$ cat config.mk
export PLATFORM = sky130hd
export DESIGN_NAME = pulse_feature_extractor_top
export DESIGN_NICKNAME = d
export VERILOG_FILES = /design/src/rtl/pfe_pkg.sv /design/src/rtl/pfe_queue.sv /design/src/rtl/pfe_front.sv /design/src/rtl/pfe_back.sv /design/src/rtl/pulse_feature_extractor_top.sv
export SDC_FILE = /design/constraint.sdc
export NUM_CORES = 2
export LEC_CHECK = 0
export BUFFER_PORTS_ARGS = -buffer_cell sky130_fd_sc_hd__buf_4
export CORE_ASPECT_RATIO = 0.5
export CORE_MARGIN = 3
export CORE_UTILIZATION = 25
export CTS_BUF_LIST = sky130_fd_sc_hd__clkbuf_8
export CTS_CLUSTER_SIZE = 12
export DETAILED_ROUTE_END_ITERATION = 10
export PLACE_DENSITY = 0.47
export SYNTH_ARGS = -nofsm -noshare
export SYNTH_HDL_FRONTEND = slang
export SYNTH_SLANG_ARGS = --single-unit
export TNS_END_PERCENT = 5
$ cat constraint.sdc
create_clock -name clk -period 9.6 [get_ports clk]
set_input_delay 1.92 -clock clk [delete_from_list [all_inputs] [get_ports clk]]
set_output_delay 1.92 -clock clk [all_outputs]
set_load 0.01 [all_outputs]
$ cat src/rtl/pfe_pkg.sv
// ----------------------------------------------------------------------------
// pfe_pkg
// shared constants, derived widths and word types for the pulse feature extractor
// ----------------------------------------------------------------------------
package pfe_pkg;

	// record geometry
	localparam int BASELINE_LEN = 10;
	localparam int RECORD_LEN   = 1023;
	localparam int WIN          = (BASELINE_LEN < RECORD_LEN) ? BASELINE_LEN : RECORD_LEN;

	// derived widths
	localparam int WIN_AW = (WIN > 1) ? $clog2(WIN) : 1;
	localparam int RP_W   = $clog2(WIN + 1);
	localparam int IDX_W  = $clog2(RECORD_LEN) + 1;

	// op queue between front and back
	localparam int Q_DEPTH = 16;
	localparam int Q_AW    = $clog2(Q_DEPTH);
	localparam int Q_CW    = $clog2(Q_DEPTH + 1);

	// field widths
	localparam int SAMPLE_W = 16;
	localparam int THR_W    = 16;
	localparam int SUM_W    = 20;
	localparam int INT_W    = 31;
	localparam int GATED_W  = 30;
	localparam int PW_W     = 10;
	localparam int PEAK_W   = 20;
	localparam int CORR_W   = 24;

	localparam logic [THR_W-1:0] THR_RESET = 16'd100;
	localparam logic [PW_W-1:0]  PW_MAX    = '1;

	// one correction job for the back end
	typedef struct packed {
		logic signed [SAMPLE_W-1:0] sample;
		logic [THR_W-1:0]           thr;
		logic signed [SUM_W-1:0]    wsum;
		logic                       last;
	} op_t;

	// queue status seen by the front end
	typedef struct packed {
		logic [Q_CW-1:0] count;
		logic            full;
	} q_stat_t;

endpackage

$ cat src/rtl/pfe_queue.sv
// ----------------------------------------------------------------------------
// pfe_queue
// short op queue that decouples the front end from the back end
// ----------------------------------------------------------------------------
module pfe_queue import pfe_pkg::*; (
	input  logic    clk,
	input  logic    arst_n,
	input  logic    wr_en,
	input  op_t     wr_op,
	input  logic    rd_en,
	output op_t     rd_op,
	output logic    q_empty,
	output q_stat_t stat
);

	op_t             mem_q [Q_DEPTH];
	logic [Q_AW-1:0] wr_ptr_q;
	logic [Q_AW-1:0] rd_ptr_q;
	logic [Q_CW-1:0] count_q;

	assign rd_op      = mem_q[rd_ptr_q];
	assign q_empty    = (count_q == '0);
	assign stat.count = count_q;
	assign stat.full  = (count_q == Q_CW'(Q_DEPTH));

	always_ff @(posedge clk) begin
		if (wr_en) begin
			mem_q[wr_ptr_q] <= wr_op;
		end
	end

	always_ff @(posedge clk or negedge arst_n) begin
		if (!arst_n) begin
			wr_ptr_q <= '0;
			rd_ptr_q <= '0;
			count_q  <= '0;
		end else begin
			if (wr_en) begin
				wr_ptr_q <= wr_ptr_q + 1'b1;
			end
			if (rd_en) begin
				rd_ptr_q <= rd_ptr_q + 1'b1;
			end
			if (wr_en && !rd_en) begin
				count_q <= count_q + 1'b1;
			end else if (!wr_en && rd_en) begin
				count_q <= count_q - 1'b1;
			end
		end
	end

endmodule

$ cat src/rtl/pfe_front.sv
// ----------------------------------------------------------------------------
// pfe_front
// sample intake: record index, baseline window store and sum, window replay
// ----------------------------------------------------------------------------
module pfe_front import pfe_pkg::*; (
	input  logic                       clk,
	input  logic                       arst_n,
	input  logic                       push,
	output logic                       full,
	input  logic signed [SAMPLE_W-1:0] sample,
	input  logic                       cfg_we,
	input  logic [THR_W-1:0]           cfg_wdata,
	input  q_stat_t                    qst,
	output logic                       q_push,
	output op_t                        q_op
);

	localparam logic [IDX_W-1:0] WIN_I  = IDX_W'(WIN);
	localparam logic [IDX_W-1:0] LAST_I = IDX_W'(RECORD_LEN - 1);
	localparam logic [RP_W-1:0]  WIN_R  = RP_W'(WIN);
	localparam logic [RP_W-1:0]  WLST_R = RP_W'(WIN - 1);

	logic signed [SAMPLE_W-1:0] win_mem [WIN];
	logic signed [SAMPLE_W-1:0] rd_q;

	logic [IDX_W-1:0]        idx_q;
	logic signed [SUM_W-1:0] wsum_q;
	logic [THR_W-1:0]        thr_q;
	logic [THR_W-1:0]        thr_snap_q;
	logic                    replay_q;
	logic                    rec_last_q;
	logic [RP_W-1:0]         rptr_q;
	logic                    rd_vld_q;
	logic                    rd_last_q;

	logic                    accept;
	logic                    in_win;
	logic                    win_end;
	logic                    rec_end;
	logic                    issue;
	logic                    replay_end;
	logic signed [SUM_W:0]   sum_ext;
	logic signed [SUM_W-1:0] sum_sat;

	assign full    = replay_q || qst.full;
	assign accept  = push && !full;
	assign in_win  = (idx_q < WIN_I);
	assign win_end = (idx_q == WIN_I - 1'b1);
	assign rec_end = (idx_q == LAST_I);

	// saturating window sum
	always_comb begin
		sum_ext = {wsum_q[SUM_W-1], wsum_q} + (SUM_W+1)'(sample);
		if (sum_ext[SUM_W] != sum_ext[SUM_W-1]) begin
			sum_sat = sum_ext[SUM_W] ? {1'b1, {(SUM_W-1){1'b0}}} : {1'b0, {(SUM_W-1){1'b1}}};
		end else begin
			sum_sat = sum_ext[SUM_W-1:0];
		end
	end

	// replay reads only when the queue can still take the word in the next cycle
	assign issue = replay_q && (rptr_q < WIN_R)
		&& (({1'b0, qst.count} + (Q_CW+1)'(rd_vld_q)) < (Q_CW+1)'(Q_DEPTH));
	assign replay_end = replay_q && (rptr_q == WIN_R) && !rd_vld_q;

	assign q_push = (accept && !in_win) || rd_vld_q;

	always_comb begin
		if (rd_vld_q) begin
			q_op.sample = rd_q;
			q_op.thr    = thr_snap_q;
			q_op.wsum   = wsum_q;
			q_op.last   = rd_last_q;
		end else begin
			q_op.sample = sample;
			q_op.thr    = thr_q;
			q_op.wsum   = wsum_q;
			q_op.last   = rec_end;
		end
	end

	// window memory, registered read
	always_ff @(posedge clk) begin
		if (accept && in_win) begin
			win_mem[idx_q[WIN_AW-1:0]] <= sample;
		end
		rd_q <= win_mem[rptr_q[WIN_AW-1:0]];
	end

	always_ff @(posedge clk) begin
		if (accept && win_end) begin
			thr_snap_q <= thr_q;
		end
	end

	always_ff @(posedge clk or negedge arst_n) begin
		if (!arst_n) begin
			idx_q      <= '0;
			wsum_q     <= '0;
			thr_q      <= THR_RESET;
			replay_q   <= 1'b0;
			rec_last_q <= 1'b0;
			rptr_q     <= '0;
			rd_vld_q   <= 1'b0;
			rd_last_q  <= 1'b0;
		end else begin
			if (cfg_we) begin
				thr_q <= cfg_wdata;
			end
			rd_vld_q  <= issue;
			rd_last_q <= issue && (rptr_q == WLST_R) && rec_last_q;
			if (issue) begin
				rptr_q <= rptr_q + 1'b1;
			end
			if (accept) begin
				idx_q <= rec_end ? '0 : idx_q + 1'b1;
				if (in_win) begin
					wsum_q <= sum_sat;
				end else if (rec_end) begin
					wsum_q <= '0;
				end
				if (win_end) begin
					replay_q   <= 1'b1;
					rec_last_q <= rec_end;
					rptr_q     <= '0;
				end
			end
			if (replay_end) begin
				replay_q <= 1'b0;
				if (rec_last_q) begin
					wsum_q <= '0;
				end
			end
		end
	end

endmodule

$ cat src/rtl/pfe_back.sv
// ----------------------------------------------------------------------------
// pfe_back
// baseline correction, gating and record accumulators with result register
// ----------------------------------------------------------------------------
module pfe_back import pfe_pkg::*; (
	input  logic                      clk,
	input  logic                      arst_n,
	input  op_t                       head,
	input  logic                      q_empty,
	output logic                      q_pop,
	output logic                      empty,
	input  logic                      pop,
	output logic signed [SUM_W-1:0]   baseline_sum,
	output logic signed [INT_W-1:0]   total_integral,
	output logic [GATED_W-1:0]        gated_integral,
	output logic [PW_W-1:0]           pulse_width,
	output logic [PEAK_W-1:0]         peak_height
);

	localparam logic signed [CORR_W-1:0] WIN_S = CORR_W'(WIN);

	// stage 1: corrected value and gate decision
	logic signed [CORR_W-1:0] prod;
	logic signed [CORR_W-1:0] corr_c;
	logic [CORR_W-1:0]        thr_sc;
	logic                     gate_c;

	logic                     valid_s1;
	logic signed [CORR_W-1:0] corr_s1;
	logic                     gate_s1;
	logic                     last_s1;
	logic signed [SUM_W-1:0]  wsum_s1;

	// accumulators
	logic signed [INT_W-1:0]  int_q;
	logic [GATED_W-1:0]       gated_q;
	logic [PW_W-1:0]          width_q;
	logic [PEAK_W-1:0]        peak_q;
	logic                     out_valid_q;

	logic signed [INT_W:0]    int_sum;
	logic [GATED_W:0]         g_sum;
	logic signed [INT_W-1:0]  int_n;
	logic [GATED_W-1:0]       gated_n;
	logic [PW_W-1:0]          width_n;
	logic [PEAK_W-1:0]        peak_n;
	logic                     adv;
	logic                     fold;

	assign prod   = $signed(CORR_W'(head.sample)) * WIN_S;
	assign corr_c = CORR_W'(head.wsum) - prod;
	assign thr_sc = CORR_W'(head.thr) * CORR_W'(WIN);
	assign gate_c = corr_c > $signed(thr_sc);

	// hold stage 1 when a finished record cannot enter the result register
	assign adv   = !(valid_s1 && last_s1 && out_valid_q && !pop);
	assign q_pop = adv && !q_empty;
	assign fold  = valid_s1 && adv;
	assign empty = !out_valid_q;

	always_comb begin
		int_sum = {int_q[INT_W-1], int_q} + (INT_W+1)'(corr_s1);
		if (int_sum[INT_W] != int_sum[INT_W-1]) begin
			int_n = int_sum[INT_W] ? {1'b1, {(INT_W-1){1'b0}}} : {1'b0, {(INT_W-1){1'b1}}};
		end else begin
			int_n = int_sum[INT_W-1:0];
		end

		g_sum   = {1'b0, gated_q} + (GATED_W+1)'(corr_s1[CORR_W-2:0]);
		gated_n = gated_q;
		width_n = width_q;
		if (gate_s1) begin
			gated_n = g_sum[GATED_W] ? '1 : g_sum[GATED_W-1:0];
			if (width_q != PW_MAX) begin
				width_n = width_q + 1'b1;
			end
		end

		peak_n = peak_q;
		if (corr_s1 > $signed(CORR_W'(peak_q))) begin
			peak_n = (corr_s1[CORR_W-1:PEAK_W] != '0) ? '1 : corr_s1[PEAK_W-1:0];
		end
	end

	always_ff @(posedge clk) begin
		if (q_pop) begin
			corr_s1 <= corr_c;
			gate_s1 <= gate_c;
			last_s1 <= head.last;
			wsum_s1 <= head.wsum;
		end
		if (fold && last_s1) begin
			baseline_sum   <= wsum_s1;
			total_integral <= int_n;
			gated_integral <= gated_n;
			pulse_width    <= width_n;
			peak_height    <= peak_n;
		end
	end

	always_ff @(posedge clk or negedge arst_n) begin
		if (!arst_n) begin
			valid_s1    <= 1'b0;
			int_q       <= '0;
			gated_q     <= '0;
			width_q     <= '0;
			peak_q      <= '0;
			out_valid_q <= 1'b0;
		end else begin
			if (adv) begin
				valid_s1 <= !q_empty;
			end
			if (fold) begin
				if (last_s1) begin
					int_q   <= '0;
					gated_q <= '0;
					width_q <= '0;
					peak_q  <= '0;
				end else begin
					int_q   <= int_n;
					gated_q <= gated_n;
					width_q <= width_n;
					peak_q  <= peak_n;
				end
			end
			if (fold && last_s1) begin
				out_valid_q <= 1'b1;
			end else if (pop && out_valid_q) begin
				out_valid_q <= 1'b0;
			end
		end
	end

endmodule

$ cat src/rtl/pulse_feature_extractor_top.sv
// ----------------------------------------------------------------------------
// pulse_feature_extractor_top
// baseline subtraction and charge integration over fixed-length waveform records
// ----------------------------------------------------------------------------
//
// channel   ports                                    handshake
// -------   ---------------------------------------  -------------------------
// samples   sample[15:0] signed                      push / full
// results   baseline_sum, total_integral,            empty / pop
//           gated_integral, pulse_width, peak_height
// config    cfg_wdata[15:0] (gate_threshold)         cfg_we, no wait
//
// a sample word is taken every cycle while the op queue has room, except right after
// the sample that closes the baseline window: then full stays high while the stored
// window is read out of its memory one word per cycle into the op queue, as room allows
// the back end folds one op per cycle while the queue holds ops and no finished
// record waits on an occupied result register; a record's result enters that register
// when its last op folds out of stage 1; a waiting result only stalls the back end;
// the front keeps taking samples until the op queue fills
// arst_n clears the record state; the threshold resets to 100
//
module pulse_feature_extractor_top import pfe_pkg::*; (
	input  logic                        clk,
	input  logic                        arst_n,
	// sample input
	input  logic                        push,
	output logic                        full,
	input  logic signed [SAMPLE_W-1:0]  sample,
	// threshold register
	input  logic                        cfg_we,
	input  logic [THR_W-1:0]            cfg_wdata,
	// result output
	output logic                        empty,
	input  logic                        pop,
	output logic signed [SUM_W-1:0]     baseline_sum,
	output logic signed [INT_W-1:0]     total_integral,
	output logic [GATED_W-1:0]          gated_integral,
	output logic [PW_W-1:0]             pulse_width,
	output logic [PEAK_W-1:0]           peak_height
);

	// front to queue
	logic    q_wr;
	op_t     q_wr_op;
	q_stat_t q_stat;

	// queue to back
	op_t     q_head;
	logic    q_empty;
	logic    q_rd;

	// intake, window store, baseline sum and window replay
	pfe_front u_front (
		.clk       (clk),
		.arst_n    (arst_n),
		.push      (push),
		.full      (full),
		.sample    (sample),
		.cfg_we    (cfg_we),
		.cfg_wdata (cfg_wdata),
		.qst       (q_stat),
		.q_push    (q_wr),
		.q_op      (q_wr_op)
	);

	// op words carry sample, threshold and baseline sum so the back is self-contained
	pfe_queue u_queue (
		.clk     (clk),
		.arst_n  (arst_n),
		.wr_en   (q_wr),
		.wr_op   (q_wr_op),
		.rd_en   (q_rd),
		.rd_op   (q_head),
		.q_empty (q_empty),
		.stat    (q_stat)
	);

	// correction, gating, accumulation and the result register
	pfe_back u_back (
		.clk            (clk),
		.arst_n         (arst_n),
		.head           (q_head),
		.q_empty        (q_empty),
		.q_pop          (q_rd),
		.empty          (empty),
		.pop            (pop),
		.baseline_sum   (baseline_sum),
		.total_integral (total_integral),
		.gated_integral (gated_integral),
		.pulse_width    (pulse_width),
		.peak_height    (peak_height)
	);

endmodule

==> results.py <==
metrics = {
    "die": {
        "io_pins": 150,
        "start_util_pct": 25.21,
        "die_w_um": 691.1,
        "dieHeight_um": 348.6,
        "fp.dieArea_um2": 240900,
        "core-area_um2": 232700,
        "rows": 125,
    },
    "yosys": {
        "synth-xor-area-share_pct": 1.851,
        "avgSynthCellArea_um2": 16.84,
        "ys_warn_count": 0,
        "synth_most_common_cell": "edfxtp_1",
        "yosysTopAreaCellShare_pct": 60.29,
        "synthMuxAreaShare_pct": 12.76,
        "synthTopCellsByArea": "edfxtp_1 (60%), mux4_2 (11%), dfrtp_1 (6.7%)",
        "syn_nets": 3736,
        "ys_seq_elements": 1355,
        "synth.largest_area_cell": "edfxtp_1",
        "synthSimpleGateAreaFrac_pct": 4.651,
        "postSynthCellCount": 3484,
        "synth_adder_area_share_pct": 4.674,
        "synth-seq-area-share_pct": 67.71,
        "synth_flop_cell": "edfxtp_1",
        "synth-edff-count": 1178,
        "synth_commonest_cells": "edfxtp_1 (1178), mux4_2 (297), ha_1 (208)",
        "synth_cell_types": 80,
        "synthesis.area_um2": 58680,
        "synth_top_family_by_area": "multiplexers",
        "synth-compound-area-share_pct": 6.768,
        "async_reset_ff_share_pct": 11.88,
    },
    "timing": {
        "max_slew_margin_pct": 20.23,
        "rsz0062_at_grt": "false",
        "setup-violations-final": 0,
        "slew_violations": 0,
        "max_freq_mhz": 132.6,
        "worst_slew_pin_slew_ps": 1166,
        "period_share_pct": 78.58,
        "clock_skew_ps": 121.9,
        "fin_setup_tns_ps": 0,
        "final-hold-violation-count": 0,
        "final.min_clock_period_ps": 7543,
    },
    "power": {
        "power.density_nw_per_um2": 352.6,
        "power.internal_uw": 14400,
        "switching_share_pct": 39.80,
        "p_clk_share_pct": 20.0,
        "seq_power_share_pct": 32.4,
        "vdd_drop_max_v": 0.0003300,
        "p_leak_uw": 0.02447,
        "pwr-share-comb_pct": 47.6,
        "p_sw_uw": 9520,
    },
    "worst_setup_path": {
        "critPathMaxFanout": 46,
        "path_common_cell": "ha_1",
        "cp_slowest_stage_delay_ps": 1030,
        "critical_path_required_ps": 10260,
        "r2r_setup_slack_ps": 2060,
        "reg2regPathDepth": 23,
        "crit_path_cell_trace": "buf_4 > mux4_2 > mux4_2 > ha_1 > ha_1 > and3_1 > a21oi_1 > o21ai_0 > nor2b_1 > nor2_1 > a21oi_1 > xor2_1 > ha_1 > and3_1 > a21bo_2 > a21oi_1 > xnor2_1 > ha_1 > nand4_1 > nor2_1 > nand4_1 > o32a_1 > o211a_1",
        "crit_arrival_ps": 8200,
        "rr_endpoint": "u_back.gate_s1$_DFFE_PP_",
        "crit_slowest_cell": "dfrtp_4",
        "start_kind": "flop",
        "critical_path_class": "reg -> reg",
        "reg2reg_from": "u_queue.rd_ptr_q[0]$_DFFE_PN0P_",
        "endpoint_kind": "flop",
    },
    "route": {
        "dr.pass1.iters": 5,
        "drc": 0,
        "drt-total-wl_um": 159900,
        "antenna_left": 0,
        "via_per_inst": 4.593,
        "top_layer": "met4",
        "drtIter0Drc": 2703,
        "wl_met1_um": 72440,
        "dr_wl_met2_um": 76560,
        "wire_per_inst_um": 22.69,
        "met3_length_um": 7144,
        "vias": 32370,
    },
    "placement": {
        "gp_congestion": 0.8085,
        "dpl.hpwl_um": 97620,
        "dp.cells": 6654,
        "placed_area_um2": 63710,
        "numPortBuffers": 149,
    },
    "global_route": {
        "grt_max_degree": 69,
        "grt_pass1_vias": 34060,
        "overflow": 0,
        "grt_usage_pct": 13.06,
        "antenna_found_initial": 6,
        "grt_pass1_wl_um": 234200,
    },
    "layout": {
        "drive_above_1_share_pct": 22.46,
        "fillers": 23130,
        "multi_input_area_um2": 18170,
        "seqCellArea_um2": 39740,
        "areaGrowthSynthToFinish_pct": 15.60,
        "stdcell_count": 7047,
        "nets": 4011,
        "finalInstanceArea_um2": 67830,
    },
    "status": {
        "status": "finished clean",
    },
    "clock_tree": {
        "cts_max_path_buffers": 4,
        "numCtsBuffers": 214,
        "clock-sinks": 1355,
        "cts_setup_buffers": 0,
        "clk_pin_slew_ps": 70,
        "cts_tree": "yes",
        "cts_max_level": 4,
        "clock_latency_ps": 950,
        "clockRootBuffer": "clkbuf_8",
        "cts_resized": 0,
        "cts_hold_buf": 0,
    },
    "min_path": {
        "hp-start": "u_back.wsum_s1[5]$_DFFE_PP_",
        "hold_depth": 0,
        "whs_endpoint": "u_back.baseline_sum[5]$_DFFE_PP_",
        "min_path_type": "reg -> reg",
    },
    "flow_run": {
        "cap_violations": 0,
    },
}
## power groups by stage
stage | registers (uW) | clock network (uW) | logic, uW
finish | 7740 | 4790 | 11400
global route | 7810 | 5250 | 12800
CTS | 7770 | 4980 | 11500
detailed placement | 7890 | 0 | 11400
global placement | 7880 | 0 | 11300
floorplan | 7510 | 0 | 8370
## kinds of logic (layout without fill, tap and decap cells)
logic type / count (synthesis) / in the layout
other cells: 0 / 9
flops: 1355 / 1355
buf+inv: 238 / 681
simple gates: 573 / 573
xor+xnor: 124 / 124
compound gates: 609 / 609
mux: 370 / 370
fa+ha+maj: 215 / 215
## flip-flops by register name, summed over array words and instances (netlist names), 20 cells and up
signal,flops
u_back.peak_height,20
u_back.gated_q,30
u_back.baseline_sum,20
u_back.corr_s1,21
u_front.win_mem,160
u_back.int_q,31
u_queue.mem_q,848
u_back.wsum_s1,20
u_back.gated_integral,30
u_back.total_integral,31
u_back.peak_q,20
u_front.wsum_q,20
## final cells by class
cell class / count / area share, %
repair buffers: 209 / 2.322
well taps: 3111 / 5.739
clock inverters: 150 / 1.291
inverters: 88 / 0.4870
clock buffers: 234 / 4.748
diodes: 9 / 0.03320
multi-input cells: 1891 / 26.79
flip-flops and latches: 1355 / 58.59
## routing by layer
layer  vias up  global-route usage, %
li1      14460                      -
met1     16950                  17.57
met2       708                  21.75
met3       246                  2.369
met4         0                  3.398
met5         -                      0
## cells in the final DEF, fill, tap and decap left out, types with 10 or more instances in the layout
master,netlist,final
a31oi_1,19,19
mux4_2,297,297
or3_1,15,15
buf_4,1,208
nand2b_1,25,25
clkbuf_8,0,235
o21ai_0,120,119
inv_1,88,165
a21oi_1,194,194
mux2i_1,20,19
nor2b_1,37,37
nand4_1,19,19
nor2_1,169,155
a211oi_1,39,39
xnor2_1,66,66
mux2_2,52,52
and3_1,22,22
clkinv_2,0,11
o211ai_2,10,10
nand3_1,26,26
a21o_1,55,55
ha_1,208,208
nor3_1,60,56
a22o_1,20,20
edfxtp_1,1178,1178
nor2_4,0,13
dfrtp_1,158,152
o21a_1,21,21
o2bb2ai_1,21,21
nand2_1,149,148
xor2_1,58,58
and2_1,14,14
clkinv_1,0,46
o211ai_1,29,29
dfxtp_1,16,16
## per-stage QoR
stage / hold slack (ps) / total power, uW / utilization, % / worst slack, ps
after floorplan: 400.3 / 15870 / - / 1891
after global placement: 404.2 / 19150 / 27.38 / 2082
after detailed placement: 404.5 / 19290 / 27.38 / 2045
after CTS: 413.7 / 24230 / 29.14 / 1969
after global routing: 423.9 / 25830 / 29.15 / 1403
final: 415.0 / 23920 / 29.15 / 2057
## worst max path at each step
stage                                          startpoint                              to  slack [ps]  cells after the start
after floorplan                                       pop  u_back.gated_q[28]$_DFFE_PN0P_        1890                      4
after global placement    u_queue.rd_ptr_q[0]$_DFFE_PN0P_        u_back.gate_s1$_DFFE_PP_        2080                     25
after detailed placement  u_queue.rd_ptr_q[0]$_DFFE_PN0P_        u_back.gate_s1$_DFFE_PP_        2040                     23
after CTS                 u_queue.rd_ptr_q[0]$_DFFE_PN0P_        u_back.gate_s1$_DFFE_PP_        1970                     23
after global routing      u_queue.rd_ptr_q[0]$_DFFE_PN0P_        u_back.gate_s1$_DFFE_PP_        1400                     23
final                     u_queue.rd_ptr_q[0]$_DFFE_PN0P_        u_back.gate_s1$_DFFE_PP_        2060                     23
## worst max-delay path, delay by kind of cell, from the launching register on
family	cells	cell delay [ps]
AOI/OAI and AO/OA	7	1560
adders and majority gates	4	1300
muxes	2	1100
xor gates and xnor gates	2	330
and+or+nand+nor	7	1090
buffers and inverters	1	790
DFF	1	1030
(Power assumes the default switching activity.)
